--- config.mk ---
export PLATFORM = sky130hd
export DESIGN_NAME = single_wire_humidity_sensor_reader
export DESIGN_NICKNAME = d
export VERILOG_FILES = /design/src/swhsr_pkg.sv /design/src/swhsr_cfg_regs.sv /design/src/swhsr_core.sv /design/src/single_wire_humidity_sensor_reader.sv
export SDC_FILE = /design/constraint.sdc
export NUM_CORES = 1
export LEC_CHECK = 0
export ABC_CLOCK_PERIOD_IN_PS = 8500
export BUFFER_PORTS_ARGS = -buffer_cell sky130_fd_sc_hd__buf_2
export CORE_MARGIN = 5
export CORE_UTILIZATION = 31
export DETAILED_ROUTE_END_ITERATION = 12
export SLEW_MARGIN = 10
export SYNTH_ARGS = -nofsm -noshare
export SYNTH_HDL_FRONTEND = slang
export SYNTH_HIERARCHICAL = 1
export SYNTH_SLANG_ARGS = --single-unit
--- constraint.sdc ---
create_clock -name clk -period 8.5 [get_ports clk]
set_input_delay 0.425 -clock clk [delete_from_list [all_inputs] [get_ports clk]]
set_output_delay 0.425 -clock clk [all_outputs]
set_load 0.05 [all_outputs]
--- src/swhsr_pkg.sv ---
// package: shared types, codes and constants of the single-wire humidity sensor reader
package swhsr_pkg;

  localparam int FRAME_BITS = 40;
  localparam int BIT_IDX_W  = $clog2(FRAME_BITS + 1);
  localparam int TICK_W     = 16;
  localparam int THR_W      = 8;
  localparam int CFG_ADDR_W = 2;
  localparam int CFG_DATA_W = 16;

  localparam logic [TICK_W-1:0] START_LOW_RST  = 16'd18000;
  localparam logic [TICK_W-1:0] START_HIGH_RST = 16'd40;
  localparam logic [TICK_W-1:0] TIMEOUT_RST    = 16'd100;
  localparam logic [THR_W-1:0]  THRESHOLD_RST  = 8'd40;

  typedef enum logic [CFG_ADDR_W-1:0] {
    REG_START_LOW  = 2'd0,
    REG_START_HIGH = 2'd1,
    REG_TIMEOUT    = 2'd2,
    REG_THRESHOLD  = 2'd3
  } cfg_reg_t;

  typedef enum logic [3:0] {
    PH_IDLE       = 4'd0,
    PH_START_LOW  = 4'd1,
    PH_START_HIGH = 4'd2,
    PH_ACK_LOW    = 4'd3,
    PH_ACK_HIGH   = 4'd4,
    PH_BIT_LOW    = 4'd5,
    PH_BIT_HIGH   = 4'd6
  } phase_t;

  localparam logic [1:0] DRV_RELEASE = 2'd0;
  localparam logic [1:0] DRV_LOW     = 2'd1;
  localparam logic [1:0] DRV_HIGH    = 2'd2;

  localparam logic [1:0] ST_OK       = 2'd0;
  localparam logic [1:0] ST_TIMEOUT  = 2'd1;
  localparam logic [1:0] ST_CHECKSUM = 2'd2;

  typedef struct packed {
    logic start_request;
    logic line_level;
  } in_t;

  typedef struct packed {
    logic [1:0] line_drive;
    logic       busy_res;
    logic       done_res;
    logic [1:0] status;
    logic [7:0] humidity;
    logic [7:0] temperature;
  } out_t;

  typedef struct packed {
    logic [TICK_W-1:0] start_low_ticks;
    logic [TICK_W-1:0] start_high_ticks;
    logic [TICK_W-1:0] response_timeout_ticks;
    logic [THR_W-1:0]  one_threshold_ticks;
  } cfg_t;

endpackage

--- src/swhsr_cfg_regs.sv ---
// configuration register file of the sensor reader
module swhsr_cfg_regs (
  input  logic                               clk,
  input  logic                               rst_n,
  input  logic                               cfg_valid,
  output logic                               cfg_ready,
  input  logic [swhsr_pkg::CFG_ADDR_W-1:0]   cfg_index,
  input  logic [swhsr_pkg::CFG_DATA_W-1:0]   cfg_data,
  output swhsr_pkg::cfg_t                    cfg_o
);

  swhsr_pkg::cfg_t cfg_r;

  assign cfg_ready = 1'b1;
  assign cfg_o     = cfg_r;

  always_ff @(posedge clk) begin
    if (!rst_n) begin
      cfg_r.start_low_ticks        <= swhsr_pkg::START_LOW_RST;
      cfg_r.start_high_ticks       <= swhsr_pkg::START_HIGH_RST;
      cfg_r.response_timeout_ticks <= swhsr_pkg::TIMEOUT_RST;
      cfg_r.one_threshold_ticks    <= swhsr_pkg::THRESHOLD_RST;
    end else if (cfg_valid) begin
      case (cfg_index)
        swhsr_pkg::REG_START_LOW:  cfg_r.start_low_ticks        <= cfg_data;
        swhsr_pkg::REG_START_HIGH: cfg_r.start_high_ticks       <= cfg_data;
        swhsr_pkg::REG_TIMEOUT:    cfg_r.response_timeout_ticks <= cfg_data;
        swhsr_pkg::REG_THRESHOLD:
          cfg_r.one_threshold_ticks <= cfg_data[swhsr_pkg::THR_W-1:0];
        default: ;
      endcase
    end
  end

endmodule

--- src/swhsr_core.sv ---
// measurement sequencer: one tick of the sensor protocol per step
module swhsr_core (
  input  logic             clk,
  input  logic             rst_n,
  input  logic             step,
  input  swhsr_pkg::in_t   tick_i,
  input  swhsr_pkg::cfg_t  cfg_i,
  output swhsr_pkg::out_t  res_o
);

  localparam int TW = swhsr_pkg::TICK_W;
  localparam int FB = swhsr_pkg::FRAME_BITS;
  localparam int BW = swhsr_pkg::BIT_IDX_W;

  swhsr_pkg::phase_t phase_r, phase_nxt;
  logic [TW-1:0]     tick_r, tick_nxt;
  logic [BW-1:0]     bit_idx_r, bit_idx_nxt;
  logic [FB-1:0]     shift_r, shift_nxt;
  logic [7:0]        hum_r, hum_nxt;
  logic [7:0]        temp_r, temp_nxt;
  logic [1:0]        status_r, status_nxt;
  logic [1:0]        drive;
  logic              done;

  logic [TW-1:0] tick_inc;
  logic          expired;
  logic          bit_val;
  logic [FB-1:0] shift_new;
  logic [BW-1:0] bit_idx_inc;
  logic [7:0]    sum4;

  assign tick_inc    = tick_r + 1'b1;
  assign expired     = tick_r >= cfg_i.response_timeout_ticks;
  assign bit_val     = tick_r > {{(TW-swhsr_pkg::THR_W){1'b0}}, cfg_i.one_threshold_ticks};
  assign shift_new   = {shift_r[FB-2:0], bit_val};
  assign bit_idx_inc = bit_idx_r + 1'b1;
  assign sum4        = shift_new[39:32] + shift_new[31:24] + shift_new[23:16]
                     + shift_new[15:8];

  always_comb begin
    phase_nxt   = phase_r;
    tick_nxt    = tick_r;
    bit_idx_nxt = bit_idx_r;
    shift_nxt   = shift_r;
    hum_nxt     = hum_r;
    temp_nxt    = temp_r;
    status_nxt  = status_r;
    drive       = swhsr_pkg::DRV_RELEASE;
    done        = 1'b0;
    case (phase_r)
      swhsr_pkg::PH_IDLE: begin
        if (tick_i.start_request) begin
          phase_nxt   = swhsr_pkg::PH_START_LOW;
          tick_nxt    = '0;
          bit_idx_nxt = '0;
          shift_nxt   = '0;
          drive       = swhsr_pkg::DRV_LOW;
        end
      end
      swhsr_pkg::PH_START_LOW: begin
        if (tick_r >= cfg_i.start_low_ticks) begin
          phase_nxt = swhsr_pkg::PH_START_HIGH;
          tick_nxt  = '0;
          drive     = swhsr_pkg::DRV_HIGH;
        end else begin
          tick_nxt = tick_inc;
          drive    = swhsr_pkg::DRV_LOW;
        end
      end
      swhsr_pkg::PH_START_HIGH: begin
        if (tick_r >= cfg_i.start_high_ticks) begin
          phase_nxt = swhsr_pkg::PH_ACK_LOW;
          tick_nxt  = '0;
        end else begin
          tick_nxt = tick_inc;
          drive    = swhsr_pkg::DRV_HIGH;
        end
      end
      swhsr_pkg::PH_ACK_LOW, swhsr_pkg::PH_BIT_LOW: begin
        if (tick_i.line_level) begin
          phase_nxt = (phase_r == swhsr_pkg::PH_ACK_LOW) ? swhsr_pkg::PH_ACK_HIGH
                                                         : swhsr_pkg::PH_BIT_HIGH;
          tick_nxt  = '0;
        end else if (expired) begin
          phase_nxt  = swhsr_pkg::PH_IDLE;
          tick_nxt   = '0;
          status_nxt = swhsr_pkg::ST_TIMEOUT;
          done       = 1'b1;
        end else begin
          tick_nxt = tick_inc;
        end
      end
      swhsr_pkg::PH_ACK_HIGH: begin
        if (!tick_i.line_level) begin
          phase_nxt = swhsr_pkg::PH_BIT_LOW;
          tick_nxt  = '0;
        end else if (expired) begin
          phase_nxt  = swhsr_pkg::PH_IDLE;
          tick_nxt   = '0;
          status_nxt = swhsr_pkg::ST_TIMEOUT;
          done       = 1'b1;
        end else begin
          tick_nxt = tick_inc;
        end
      end
      swhsr_pkg::PH_BIT_HIGH: begin
        if (!tick_i.line_level) begin
          shift_nxt   = shift_new;
          bit_idx_nxt = bit_idx_inc;
          tick_nxt    = '0;
          if (bit_idx_inc >= BW'(FB)) begin
            phase_nxt = swhsr_pkg::PH_IDLE;
            done      = 1'b1;
            // checksum is the low byte of the sum of the first four bytes
            if (sum4 == shift_new[7:0]) begin
              hum_nxt    = shift_new[39:32];
              temp_nxt   = shift_new[23:16];
              status_nxt = swhsr_pkg::ST_OK;
            end else begin
              status_nxt = swhsr_pkg::ST_CHECKSUM;
            end
          end else begin
            phase_nxt = swhsr_pkg::PH_BIT_LOW;
          end
        end else if (expired) begin
          phase_nxt  = swhsr_pkg::PH_IDLE;
          tick_nxt   = '0;
          status_nxt = swhsr_pkg::ST_TIMEOUT;
          done       = 1'b1;
        end else begin
          tick_nxt = tick_inc;
        end
      end
      default: begin
        phase_nxt = swhsr_pkg::PH_IDLE;
        tick_nxt  = '0;
      end
    endcase
  end

  always_ff @(posedge clk) begin
    if (!rst_n) begin
      phase_r   <= swhsr_pkg::PH_IDLE;
      tick_r    <= '0;
      bit_idx_r <= '0;
      shift_r   <= '0;
      hum_r     <= '0;
      temp_r    <= '0;
      status_r  <= swhsr_pkg::ST_OK;
    end else if (step) begin
      phase_r   <= phase_nxt;
      tick_r    <= tick_nxt;
      bit_idx_r <= bit_idx_nxt;
      shift_r   <= shift_nxt;
      hum_r     <= hum_nxt;
      temp_r    <= temp_nxt;
      status_r  <= status_nxt;
    end
  end

  always_comb begin
    res_o.line_drive  = drive;
    res_o.busy_res    = phase_nxt != swhsr_pkg::PH_IDLE;
    res_o.done_res    = done;
    res_o.status      = status_nxt;
    res_o.humidity    = hum_nxt;
    res_o.temperature = temp_nxt;
  end

endmodule

--- src/single_wire_humidity_sensor_reader.sv ---
// top level of the single-wire humidity sensor reader
// Each input beat is one microsecond tick carrying the sampled data line and a start
// request; each tick gives exactly one result beat with the line drive to apply, busy
// and done flags, the last status and the last good humidity and temperature bytes.
// The block takes one tick per clock cycle while the result side does not stall: a beat
// goes into an input register, the sequencer works the protocol step in one pass of
// logic as the tick leaves that register, and the result lands in the output register.
// Throughput is one beat per cycle, as the sequencer state updates once per tick; it
// drops only while the result side stalls. A request seen while busy is ignored.
// Configuration writes are taken every cycle and must only come while no tick is in
// flight.
module single_wire_humidity_sensor_reader (
  input  logic                              clk,
  input  logic                              rst_n,
  // tick input channel
  input  logic                              in_valid,
  output logic                              in_ready,
  input  swhsr_pkg::in_t                    in_data,
  // result channel
  output logic                              out_valid,
  input  logic                              out_ready,
  output swhsr_pkg::out_t                   out_data,
  // configuration write channel
  input  logic                              cfg_valid,
  output logic                              cfg_ready,
  input  logic [swhsr_pkg::CFG_ADDR_W-1:0]  cfg_index,
  input  logic [swhsr_pkg::CFG_DATA_W-1:0]  cfg_data
);

  swhsr_pkg::cfg_t cfg;
  swhsr_pkg::out_t res;

  // input register stage
  logic            s1_valid_r, s1_valid_nxt;
  swhsr_pkg::in_t  s1_data_r;
  // result register stage
  logic            out_valid_r, out_valid_nxt;
  swhsr_pkg::out_t out_data_r;

  logic advance;

  // the held tick moves on when the result register is free or being emptied
  assign advance  = s1_valid_r && (!out_valid_r || out_ready);
  assign in_ready = !s1_valid_r || advance;

  always_comb begin
    s1_valid_nxt = s1_valid_r;
    if (advance) begin
      s1_valid_nxt = 1'b0;
    end
    if (in_valid && in_ready) begin
      s1_valid_nxt = 1'b1;
    end
    out_valid_nxt = out_valid_r;
    if (out_ready) begin
      out_valid_nxt = 1'b0;
    end
    if (advance) begin
      out_valid_nxt = 1'b1;
    end
  end

  always_ff @(posedge clk) begin
    if (!rst_n) begin
      s1_valid_r  <= 1'b0;
      out_valid_r <= 1'b0;
    end else begin
      s1_valid_r  <= s1_valid_nxt;
      out_valid_r <= out_valid_nxt;
    end
  end

  // payload registers, no reset needed
  always_ff @(posedge clk) begin
    if (in_valid && in_ready) begin
      s1_data_r <= in_data;
    end
    if (advance) begin
      out_data_r <= res;
    end
  end

  swhsr_cfg_regs u_cfg (
    .clk       (clk),
    .rst_n     (rst_n),
    .cfg_valid (cfg_valid),
    .cfg_ready (cfg_ready),
    .cfg_index (cfg_index),
    .cfg_data  (cfg_data),
    .cfg_o     (cfg)
  );

  // sequencer state steps once per tick, as the tick leaves the input register
  swhsr_core u_core (
    .clk    (clk),
    .rst_n  (rst_n),
    .step   (advance),
    .tick_i (s1_data_r),
    .cfg_i  (cfg),
    .res_o  (res)
  );

  assign out_valid = out_valid_r;
  assign out_data  = out_data_r;

endmodule

# Yosys cells after proc, flatten, opt, wreduce, memory -nomap -nowiden
# Index checks and enable logic that the tools add are counted.
[totals]
reg_bits = 165
out_inout_bits = 25
wordCells = 115
[classes]
addsub = 5
magnitude_cmp = 5
n_eq_ne = 12
mux = 52
n_reduce_logical = 20
[op_table]
columns = ["op", "n"]
rows = [
  ["$mux W16", 6],
  ["$pmux W16 S5", 1],
  ["$mux W39", 2],
  ["$pmux W39 S2", 1],
  ["$mux W8", 8],
  ["$ge A16 B16 Y1", 3],
  ["$mux W4", 7],
  ["$add A8 B8 Y8", 3],
  ["$pmux W4 S6", 1],
  ["$mux W2", 9],
  ["$add A16 B1 Y16 const B", 1],
  ["$gt A16 B8 Y1", 1],
  ["$eq A4 B3 Y1 const B", 3],
  ["$mux W6", 2],
  ["$pmux W2 S3", 2],
  ["$pmux W6 S2", 1],
  ["$mux W1", 10],
  ["$reduce_and A2 Y1", 5],
  ["$eq A4 B2 Y1 const B", 2],
  ["$eq A8 B8 Y1", 1],
  ["$add A6 B1 Y6 const B", 1],
  ["$ge A6 B6 Y1 const B", 1],
  ["$reduce_bool A2 Y1", 3],
  ["$eq A2 B2 Y1 const B", 2],
  ["other kinds (13)", 18],
]

# Depth between registers and ports, before layout
[depth]
word_depth = 8
depth_mapped = 16
depth_no_buf = 15

# Cells and area by module
# The synthesis kept the hierarchy.
[by_module_without_submodules]
columns = ["module", "n_inst", "cells_each", "area_per_inst_um2", "seq_area_each_um2"]
rows = [
  ["swhsr_core", 1, 739, 5958.2, 1661.6],
  ["swhsr_cfg_regs", 1, 215, 2225.9, 1121.1],
  ["single_wire_humidity_sensor_reader", 1, 33, 824.5, 760.7],
]

# Least setup slack after synthesis
# OpenSTA, ideal clock, no wires.
[synth_timing]
kind = "flip-flop to flip-flop"
from = "register u_core.shift_r[8]"
to = "register out_data_r, in the netlist out_data[0], data pin"
setup_time_ns = 0.260
t_arrival_ns = 3.918
t_required_ns = 8.240
path_slack_ns = 4.323
path_stages_with_launch = 15
n_path_buf = 1
synth_period_minus_slack_ns = 4.177
cell_sequence = "dfxtp_1 fa_1 inv_1 fa_1 inv_1 ha_1 inv_1 fa_1 xnor2_1 xnor2_1 nand3_1 or4_1 nor4_4 buf_4 mux2_2"
[synth_rtl]
columns = ["element", "line", "text"]
rows = [
  ["start: declaration", "swhsr_core.sv:18", "logic [FB-1:0] shift_r, shift_nxt;"],
  ["start signal: assignment", "swhsr_core.sv:154", "shift_r <= shift_nxt;"],
  ["end signal: assignment", "single_wire_humidity_sensor_reader.sv:79", "out_data_r <= res;"],
  ["end: declaration", "single_wire_humidity_sensor_reader.sv:38", "swhsr_pkg::out_t out_data_r;"],
]

==> qor.txt <==
status = completed
# H-tree levels = 4
Gates resized, CTS repair = 0
Routed Antenna Nets = 0
RePlAce Congestion = 0.7726
Skew-Pair Late Insertion Delay = 0.42 ns
Overflow after GRT = 0
P_leak = 4.312 nW
io pins = 50
CTS max path bufs = 2
nets@finish = 1115
hold path startpoint = in_data[0]
PwrDens = 175.1 nW/um2
Yosys top cell area share = 0.3133
Final Util = 0.3533
Worst Skew = 0.008215 ns
pre-CTS WS = 4.338 ns
critical path class = reg2reg
area leader, netlist = dfxtp_1
Hold Crit Class = in2reg
CTS Buf Count = 17
Final Hold Fails = 0
RSZ-0062 raised after global routing = false
Die X = 180.5 um
fin cells = 1407
postcts setup bufs = 0
CP Capture Type = flip-flop
highest clock rate = 238.5 MHz
initial antenna violation count = 0
Finished Cell Area = 10140 um2
DR iter-0 viols = 341
Post-DP HPWL = 14.01 mm
Tmin final = 4.193 ns
#FFs+latches synth = 165
startpoint types = flip-flop
first-pass GRT wire length = 33.93 mm
synthesized area per cell = 9.127 um2
routed length per instance = 14.37 um
ys flop type = dfxtp_1
library cells used by synthesis = 68
most common cell in the netlist = nand2_1
Initial Util = 0.3139
Final Total Pwr = 1.776 mW
CP startpoint = u_core/shift_r[16]$_SDFFE_PN0P_
Tightest Pin Transition = 1.174 ns
Placed Area = 9513 um2
Yosys warnings = 6
TritonCTS clock tree = yes
clock root buffer master = clkbuf_16
FP Rows = 62
max-slew violation count = 0
total of max-cap violations = 0
via count = 6850
Max VDD drop = 0.08326 mV
Area Growth Syn to Fin = 12.56%
Hold-fix buffers, CTS = 0
clock-pin slew on the worst setup and hold paths = 0.06 ns
ant diodes = 0
layout cell share with drive strength beyond 1 = 0.1144
mapped cell area = 9009 um2
die area = 32570 um2
largest net degree at the start of global routing = 71
die height = 180.5 um
Commonest cells post-synth = 161 x nand2_1, 141 x dfxtp_1, 83 x a21oi_1
Post-synth EDFFs = 24
top cells by area, synth = dfxtp_1 31%, ha_1 9.2%, edfxtp_1 8.0%
DRC Markers = 0
drt pass-1 iters = 6
Seq/Total Area, Yosys = 0.3933
critical path fanouts, max = 17
r2r startpoint = u_core/shift_r[16]$_SDFFE_PN0P_
Core Area = 28700 um2
Hold Slack = 0.1811 ns
setup_tns = 0 ns
setup ws final = 4.307 ns
period utilisation layout = 0.4932
GRT Resource Usage Total = 0.1244
Post-Synthesis Net Count = 1092
Placed Cells = 1375
Mapped Cells = 987
vias per cell = 4.869
Worst slew margin = 0.2171
vias in the first global route = 6664
CTS sink cnt = 165
Setup violations, final = 0
async set-or-reset flop fraction in the synthesized netlist = 0
routed wire length = 20.22 mm
Worst Path Arrival = 4.36 ns
IO Port Bufs = 48
critical path required time = 8.67 ns
[registers in the layout (all words and copies together) (netlist names)]
| name | count |
|---|---|
| out_data | 22 |
| out_valid | 1 |
| s1_data_r | 2 |
| s1_valid_r | 1 |
| u_cfg/cfg_o | 56 |
| u_core/bit_idx_r | 6 |
| u_core/hum_r | 8 |
| u_core/phase_r | 4 |
| u_core/shift_r | 39 |
| u_core/status_r | 2 |
| u_core/temp_r | 8 |
| u_core/tick_r | 16 |
[placed cells by master, fill, tap and decap left out, types with 18 or more instances in the layout]
cell type	n
nor2_1	27
nand2_1	161
inv_1	80
edfxtp_1	24
and3_1	18
dfxtp_1	141
o21ai_0	19
buf_2	47
mux2i_1	69
a21oi_1	83
nand3_1	53
ha_1	66
[report_power, final]
part / total, mW / leakage [nW] / switching (mW) / internal [mW]
registers: 0.820 / 1.36 / 0.0114 / 0.809
logic: 0.130 / 2.67 / 0.0906 / 0.0395
clock network: 0.825 / 0.290 / 0.324 / 0.501
[area by class of cell]
type                    count  area, um2
repair buffers             57      310.3
clock inverters            11      176.4
fillers                  2981      18560
multi-input cells         689       4878
clock buffers              21      450.4
flip-flops and latches    165       3543
inverters                  80      300.3
well taps                 384      480.5
[routing by layer]
layer	global-route usage	up-vias	wire length (um)
li1	-	3462	-
met1	0.1733	3287	10210
met2	0.2024	88	9356
met3	0.01998	13	450
met4	0.03085	0	208
met5	0	-	0
[worst max-delay path: stages, from the launching register on]
cell and delay [ns]:
dfxtp_1 0.44, fa_1 0.46, inv_1 0.10, fa_1 0.42
inv_1 0.07, ha_1 0.16, inv_1 0.05, fa_1 0.39
xnor2_1 0.20, xnor2_1 0.13, nand3_1 0.08, or4_1 0.58
nor4_4 0.15, buf_4 0.31, mux2_2 0.37
[worst paths after layout]
kind / end / slack (ns) / cells after the start
setup reg to reg: out_data[12]$_DFFE_PP_ / 4.31 / 14
setup / recovery: out_data[12]$_DFFE_PP_ / 4.31 / 14
hold / removal: s1_data_r[0]$_DFFE_PP_ / 0.18 / 1
hold reg to reg: u_cfg/cfg_o[37]$_SDFFE_PN0P_ / 0.46 / 2
[logic make-up (layout without fill, tap and decap cells)]
group,after synthesis,in the layout,synth area share
buffers and inverters,133,169,0.06667
adders and majority gates,80,80,0.1228
AOI/OAI and AO/OA,177,177,0.1226
DFF,165,165,0.3933
other,1,1,0.0004163
muxes,85,85,0.09667
xor gates and xnor gates,21,21,0.02042
and+or+nand+nor,325,325,0.1771
No activity file was read; power rests on OpenSTA's default activity.
